--- src/hw/rtl/skyline_rect_packer_unit_assert.svh ---
// Assertion macros for the skyline rectangle packer.
// Taken in by the top level; no other dependencies.
`ifndef SKYLINE_RECT_PACKER_UNIT_ASSERT_SVH
`define SKYLINE_RECT_PACKER_UNIT_ASSERT_SVH
`ifndef SYNTHESIS
// Same-cycle implication check.
`define SRP_ASSERT_IMP(lbl, clk, rst_n, ante, cons) \
    lbl: assert property (@(posedge clk) disable iff (!(rst_n)) (ante) |-> (cons)) \
        else $error("same-cycle check failed");
// Next-cycle implication check.
`define SRP_ASSERT_NXT(lbl, clk, rst_n, ante, cons) \
    lbl: assert property (@(posedge clk) disable iff (!(rst_n)) (ante) |=> (cons)) \
        else $error("next-cycle check failed");
`else
`define SRP_ASSERT_IMP(lbl, clk, rst_n, ante, cons)
`define SRP_ASSERT_NXT(lbl, clk, rst_n, ante, cons)
`endif
`endif

--- src/hw/rtl/srp_pkg.sv ---
// Shared types, constants and helpers of the skyline rectangle packer.
// No dependencies.
`default_nettype none

package srp_pkg;

    localparam int MAX_NODES_DEF = 64;
    localparam int SZ_W          = 13;
    localparam int POS_W         = 12;
    localparam int ST_W          = 2;
    localparam int CFG_IDX_W     = 1;

    localparam logic [SZ_W-1:0] ATLAS_RST = 13'd1024;
    localparam logic [SZ_W-1:0] ATLAS_MAX = 13'd4096;

    localparam logic [CFG_IDX_W-1:0] REG_ATLAS_WIDTH  = 1'd0;
    localparam logic [CFG_IDX_W-1:0] REG_ATLAS_HEIGHT = 1'd1;

    localparam logic [ST_W-1:0] ST_OK    = 2'd0;
    localparam logic [ST_W-1:0] ST_NOFIT = 2'd1;
    localparam logic [ST_W-1:0] ST_FULL  = 2'd2;

    typedef struct packed {
        logic [SZ_W-1:0] x;
        logic [SZ_W-1:0] top;
        logic [SZ_W-1:0] width;
    } t_seg;

    typedef struct packed {
        logic clear;
        logic res_ok;
        logic res_nofit;
        logic res_full;
        logic scan_start;
        logic fit_step;
        logic build_start;
        logic copy_step;
        logic insert;
        logic flush;
        logic out_load;
    } t_cmd;

    typedef struct packed {
        logic in_zero;
        logic scan_last;
        logic found;
        logic full;
        logic best_zero;
        logic copy_last;
        logic next_ins;
        logic out_busy;
    } t_sts;

    function automatic logic [SZ_W-1:0] clamp_size(input logic [SZ_W-1:0] v);
        clamp_size = (v > ATLAS_MAX) ? ATLAS_MAX : v;
    endfunction

endpackage

`default_nettype wire

--- src/hw/rtl/srp_ctrl.sv ---
// Sequencer of the skyline packer: scan, decide, rebuild, deliver.
// Depends on srp_pkg.
`default_nettype none

module srp_ctrl (
    input  wire logic          i_clk,
    input  wire logic          i_rst_n,
    input  wire logic          i_in_valid,
    input  wire logic          i_action,
    output logic               o_in_ready,
    input  wire srp_pkg::t_sts i_sts,
    output srp_pkg::t_cmd      o_cmd
);

    typedef enum logic [7:0] {
        ST_INIT   = 8'b0000_0001,
        ST_IDLE   = 8'b0000_0010,
        ST_SCAN   = 8'b0000_0100,
        ST_DECIDE = 8'b0000_1000,
        ST_COPY   = 8'b0001_0000,
        ST_INS    = 8'b0010_0000,
        ST_FLUSH  = 8'b0100_0000,
        ST_DONE   = 8'b1000_0000
    } t_state;

    t_state r_state, n_state;

    always_ff @(posedge i_clk) begin
        if (!i_rst_n) begin
            r_state <= ST_INIT;
        end else begin
            r_state <= n_state;
        end
    end

    assign o_in_ready = (r_state == ST_IDLE);

    always_comb begin
        n_state = r_state;
        o_cmd   = '0;
        case (r_state)
            ST_INIT: begin
                o_cmd.clear = 1'b1;
                n_state     = ST_IDLE;
            end
            ST_IDLE: begin
                if (i_in_valid) begin
                    if (i_action) begin
                        o_cmd.clear  = 1'b1;
                        o_cmd.res_ok = 1'b1;
                        n_state      = ST_DONE;
                    end else if (i_sts.in_zero) begin
                        o_cmd.res_nofit = 1'b1;
                        n_state         = ST_DONE;
                    end else begin
                        o_cmd.scan_start = 1'b1;
                        n_state          = ST_SCAN;
                    end
                end
            end
            ST_SCAN: begin
                o_cmd.fit_step = 1'b1;
                if (i_sts.scan_last) begin
                    n_state = ST_DECIDE;
                end
            end
            ST_DECIDE: begin
                if (!i_sts.found) begin
                    o_cmd.res_nofit = 1'b1;
                    n_state         = ST_DONE;
                end else if (i_sts.full) begin
                    o_cmd.res_full = 1'b1;
                    n_state        = ST_DONE;
                end else begin
                    o_cmd.build_start = 1'b1;
                    n_state           = i_sts.best_zero ? ST_INS : ST_COPY;
                end
            end
            ST_COPY: begin
                o_cmd.copy_step = 1'b1;
                if (i_sts.copy_last) begin
                    n_state = ST_FLUSH;
                end else if (i_sts.next_ins) begin
                    n_state = ST_INS;
                end
            end
            ST_INS: begin
                o_cmd.insert = 1'b1;
                n_state      = ST_COPY;
            end
            ST_FLUSH: begin
                o_cmd.flush = 1'b1;
                n_state     = ST_DONE;
            end
            ST_DONE: begin
                if (!i_sts.out_busy) begin
                    o_cmd.out_load = 1'b1;
                    n_state        = ST_IDLE;
                end
            end
            default: begin
                n_state = ST_IDLE;
            end
        endcase
    end

endmodule

`default_nettype wire

--- config.mk ---
export PLATFORM = sky130hd
export DESIGN_NAME = srp_ctrl
export DESIGN_NICKNAME = d
export VERILOG_FILES = /design/src/hw/rtl/skyline_rect_packer_unit_assert.svh /design/src/hw/rtl/srp_pkg.sv /design/src/hw/rtl/srp_ctrl.sv
export SDC_FILE = /design/constraint.sdc
export NUM_CORES = 1
export LEC_CHECK = 0
export ABC_AREA = 0
export BUFFER_PORTS_ARGS = -buffer_cell sky130_fd_sc_hd__buf_4
export CAP_MARGIN = 20
export CORE_MARGIN = 5
export CORE_UTILIZATION = 30
export CTS_CLUSTER_DIAMETER = 80
export DETAILED_ROUTE_END_ITERATION = 8
export GPL_TIMING_DRIVEN = 0
export PLACE_DENSITY_LB_ADDON = 0.25
export SYNTH_ARGS = -nofsm -noshare
export SYNTH_HDL_FRONTEND = slang
export SYNTH_SLANG_ARGS = --single-unit
--- constraint.sdc ---
create_clock -name i_clk -period 2.4 [get_ports i_clk]
set_clock_uncertainty 0.1 [all_clocks]
set_input_delay 0.48 -clock i_clk [delete_from_list [all_inputs] [get_ports i_clk]]
set_output_delay 0.48 -clock i_clk [all_outputs]
set_load 0.005 [all_outputs]
==> results.toml, run 1 <==
[run_status]
status = "finished, final reports clean"

[route]
met3_length_um = 72
dr_wl_met2_um = 790
dr.max_layer_used = "met4"
vias_per_cell = 5.09
ant_nets = 0
dr_total_vias = 641
wirelength_um = 1560
drt_pass1_iterations = 4
wl_per_cell_um = 12.4
drc = 0
drt_iter0_drc = 11
wl_met1_um = 681

[yosys]
synth_flop_cell = "dfxtp_1"
synth_seq_area_share_pct = 27.2
async_flop_share_pct = 0
syn_area_per_cell_um2 = 8.54
synth_edf_count = 0
netlist_area_um2 = 589
synth-simple-area-share_pct = 54.6
synth_fa_ha_area_share_pct = 0
synth_xor_area_share_pct = 0
yosys_warnings = 0
muxShareOfSynthArea_pct = 0
ys_types = 35
synth_compound_area_share_pct = 14.4
synth_top_family_by_area = "simple AND/OR/NAND/NOR gates"
ys_ff_latch = 8
syn-num-nets = 81
synthCells = 69

[layout]
top_register = "r_state"
final_common_cell = "buf_4"
largest_reg_flops = 8
drive_gt1_share_pct = 40.4
nets = 113
num-fill-cells = 208
diodes = 0
top_regs = "r_state: 8 flops"
fin_area_um2 = 863
syn_to_final_growth_pct = 46.5
final_cell_mix = "buf_4, dfxtp_1, nor2_1"

[floorplan]
fp-row-count = 16
fp.dieH_um = 54.3
initial_core_util_pct = 30.7
dieArea_um2 = 2950
core-area_um2 = 1920
die_w_um = 54.3
ios = 24

[global_routing]
grt_max_degree = 9
grt_pass1_wl_um = 2460
track_usage_pct = 11.7
antenna_found_initial = 0
grt-ovfl-total = 0
grt_pass1_vias = 565

[critical_path]
r2r_end = "r_state[2]"
cp-endpoint = "o_cmd[10]"
crit_start = "r_state[5]"
worstPathArrival_ns = 1.71
rrSetupSlack_ns = 0.46
cp.required_ns = 1.82
reg2regPathDepth = 4
endpoint_kind = "output pin"
startpoint_type = "flop"
setup.worst_path.class = "flop to output pin"
crit_fanout = 6
r2r_start = "r_state[7]"

[power]
p_total_w = 0.000321
p_per_area_nw_per_um2 = 372
ir_drop_mv = 0.336
p_leak_nw = 0.409

[sta]
hold_violations = 0
fmax_mhz = 437
final-setup-viol-count = 0
finalSetupTns_ns = 0
whs_ns = 0.349
worst_slew_pin_slew_ns = 0.607
drv_slew = 0
fin_ws_ns = 0.112
period_needed_ns = 2.29
slew_headroom_pct = 59.2
finalCritPeriodShare_pct = 95.3

[min_path]
hold_path.class = "input pin to flop"
worstHoldPathCells = 2

[placement]
port_buffers = 23
dpl-instance-area_um2 = 796
hpwl_um = 1260
dp_slack_ns = 0.302
gp_congestion = 0.734

[clocking]
cts-htree-levels = 1
clk_latency_ns = 0.25
cts_tree = "yes"
clockBufferDepth = 2
cts_made_buffers = 3
ctsHoldBuffers = 0
cts_sinks = 8
cts_root_buf = "clkbuf_4"
cts.clk_slew.worst_paths_ns = 0.05

[run]
cap_violations = 0
==> kinds of logic after synthesis <==
family / Yosys count
AND/OR/NAND/NOR: 46
buffers and inverters: 4
flip-flops: 8
AO/OA/AOI/OAI: 11
==> metrics by stage <==
stage / util, % / std cells
2_1_floorplan: - / 69
3_3_place_gp: 41.4 / 119
3_5_place_dp: 41.4 / 119
4_1_cts: 42.6 / 122
5_1_grt: 44.9 / 126
6_report: 44.9 / 126
==> cell type report <==
type / count / area [um2] / share of cell area, %
multi-input combinational: 57 / 422 / 48.8
tap: 27 / 33.8 / 3.91
inverter: 3 / 11.3 / 1.30
clock buffer: 3 / 22.5 / 2.61
sequential: 8 / 160 / 18.6
buffer: 1 / 11.3 / 1.30
timing repair buffer: 27 / 203 / 23.5
==> how the worst min path moves through the flow <==
stage                    start          to  slack, ns
finish                 i_rst_n  r_state[0]       0.35
global route           i_rst_n  r_state[0]       0.34
CTS                    i_rst_n  r_state[0]       0.35
detailed placement  r_state[0]  r_state[4]       0.60
global placement    r_state[1]  r_state[4]       0.61
floorplan              i_rst_n  r_state[0]       0.49
==> synth_stat cells, types with 2 or more instances <==
cell type / instances / area (um2)
nor4b_1: 2 / 17.5
nand3_1: 4 / 20.0
nand2_1: 3 / 11.3
inv_1: 3 / 11.3
nand4_1: 2 / 12.5
a31oi_1: 2 / 12.5
dfxtp_1: 8 / 160
nor2b_1: 3 / 18.8
nor2_1: 7 / 26.3
nor3_1: 2 / 10.0
and4_1: 2 / 17.5
and3_1: 6 / 37.5
nand2b_1: 3 / 18.8
==> where the power goes <==
part	internal (W)	total (W)	switching, W
sequential	0.000138	0.000144	0.00000652
clock	0.0000569	0.0000985	0.0000415
combinational	0.0000457	0.0000785	0.0000328
total	0.000240	0.000321	0.0000809
==> per-layer routing <==
layer	vias to the layer above	GRT usage [%]
met2	10	19.3
met1	296	14.1
li1	333	-
met5	-	0
met4	0	2.49
met3	2	4.90
==> critical path: stages, from the launching register on <==
cell	delay [ns]
dfxtp_1	0.36
nor4_4	0.42
and2_4	0.22
buf_6	0.10
and3_1	0.18
a21o_1	0.09
buf_4	0.10
==> repair_timing <==
action | CTS | global route
endpoints found under the setup margin | 0 | 4
resized for setup | 0 | 2
setup buffers | 0 | 4
Power figures use the tool's default switching activity.
==> run 2: changes to the inputs <==
==> constraint.sdc (replaced) <==
create_clock -name i_clk -period 2.5 [get_ports i_clk]
set_clock_uncertainty 0.1 [all_clocks]
set_input_delay 0.5 -clock i_clk [delete_from_list [all_inputs] [get_ports i_clk]]
set_output_delay 0.5 -clock i_clk [all_outputs]
set_load 0.005 [all_outputs]
==> run 2 against run 1 <==
  * Wire length fell by 0.96%
  * Critical path depth unchanged
  * Non-clock buffer count shrank 1
  * Power is 4.9% lower
  * Worst hold slack improved by 0.022 ns
  * First-iteration DRC count grew 91%
  * Register-to-register slack better by 0.12 ns
  * Via count grew 0.62%
  * Clock power down 3.9%
  * Utilization is 0.85 points lower
  * Global-route usage unchanged
  * Combinational power decreased by 7.0%
  * Critical endpoint unchanged
  * Largest cell class unchanged
==> results.toml, run 2 (synthesis gave the netlist of run 1 again) <==
[layout]
drive_gt1_share_pct = 39.8
nets = 112
top_register = "r_state"
final_cell_mix = "buf_4, dfxtp_1, nor2_1"
final_util_pct = 44.1
syn_to_final_growth_pct = 43.7
top_regs = "r_state: 8 flops"
instances_no_fill = 125
diodes = 0
largest_reg_flops = 8
final_common_cell = "buf_4"

[sta]
worst_slew_pin_slew_ns = 0.611
fin_ws_ns = 0.166
rsz0062_at_grt = "false"
hold_violations = 0
period_needed_ns = 2.33
final-setup-viol-count = 0
finalCritPeriodShare_pct = 93.4
finalSetupTns_ns = 0
slew_headroom_pct = 58.9
drv_slew = 0
fmax_mhz = 428

[global_routing]
grt-ovfl-total = 0
antenna_found_initial = 0
grt_pass1_wl_um = 2460
grt_pass1_vias = 565
grt_max_degree = 9
track_usage_pct = 11.7

[critical_path]
endpoint_kind = "output pin"
slowest_delay_ns = 0.44
cp.required_ns = 1.90
critPathSlowestCell = "nor4_4"
setup.worst_path.class = "flop to output pin"
cpLargestDelayFamily = "simple AND/OR/NAND/NOR gates"
startpoint_type = "flop"
worstPathArrival_ns = 1.73
path_cells = "nor4_4 -> and2_4 -> buf_6 -> and3_1 -> a21o_1 -> buf_4"
crit_fanout = 6
crit_buf_inv = 2

[min_path]
hold_path.class = "input pin to flop"

[floorplan]
core-area_um2 = 1920
fp.dieH_um = 54.3
fp-row-count = 16
initial_core_util_pct = 30.7
die_w_um = 54.3
ios = 24
dieArea_um2 = 2950

[power]
switching_share_pct = 25.2
combPwrFrac_pct = 23.9
p_leak_nw = 0.400
switchingPower_w = 0.0000769
ir_drop_mv = 0.323
p_clk_share_pct = 31.0
p_int_w = 0.000228
p_per_area_nw_per_um2 = 360
seq_power_share_pct = 45.1

[clocking]
cts_made_buffers = 3
cts.clk_slew.worst_paths_ns = 0.05
clk_latency_ns = 0.25
cts-htree-levels = 1
clockBufferDepth = 2
cts_root_buf = "clkbuf_4"
cts_sinks = 8
cts_tree = "yes"

[route]
drc = 0
drt_pass1_iterations = 4
dr_total_vias = 645
vias_per_cell = 5.16
wl_per_cell_um = 12.3
wirelength_um = 1540
drt_iter0_drc = 21
ant_nets = 0

[placement]
dp_cells = 119
gp_congestion = 0.734
hpwl_um = 1260
port_buffers = 23
dp_slack_ns = 0.382

[run_status]
status = "finished, final reports clean"

[run]
cap_violations = 0
==> run 2: final cells by class <==
type	instances	area, um2
buffer	1	11.3
multi-input combinational	57	413
sequential	8	160
inverter	3	11.3
tap	27	33.8
timing repair buffer	26	195
clock buffer	3	22.5
fill	211	1070
==> run 2: power groups by stage <==
stage | clock network, W | registers (W) | logic [W]
after floorplan | 0 | 0.000139 | 0.0000395
after global routing | 0.000105 | 0.000139 | 0.0000807
after detailed placement | 0 | 0.000140 | 0.0000692
after CTS | 0.0000986 | 0.000137 | 0.0000697
final | 0.0000947 | 0.000138 | 0.0000730
after global placement | 0 | 0.000140 | 0.0000688
==> run 2: final timing paths <==
kind                    from    endpoint  slack, ns  depth (start not counted)
setup / recovery  r_state[5]   o_cmd[10]       0.17                          6
hold / removal       i_rst_n  r_state[0]       0.37                          2
setup reg to reg  r_state[1]  r_state[2]       0.58                          4
hold reg to reg   r_state[3]  r_state[4]       0.63                          3
==> run 2: stage by stage <==
stage	hold WS (ns)	area, um2	total power (W)
finish	0.371	847	0.000305
detailed placement	0.602	796	0.000209
CTS	0.365	818	0.000306
global route	0.363	847	0.000325
global placement	0.607	796	0.000208
floorplan	0.510	589	0.000178
==> run 2: metal layers <==
metal  global-route usage (%)  wire [um]  vias to the layer above
met5                        0          0                        -
met2                     19.3        785                       10
li1                         -          -                      330
met3                     4.90         73                        2
met4                     2.49         12                        0
met1                     14.1        670                      303
==> run 2: timing repair <==
item,in CTS,in global routing
hold buffers,0,0
resized for setup,0,1
buffers inserted,0,3
endpoints found under the setup margin,0,4
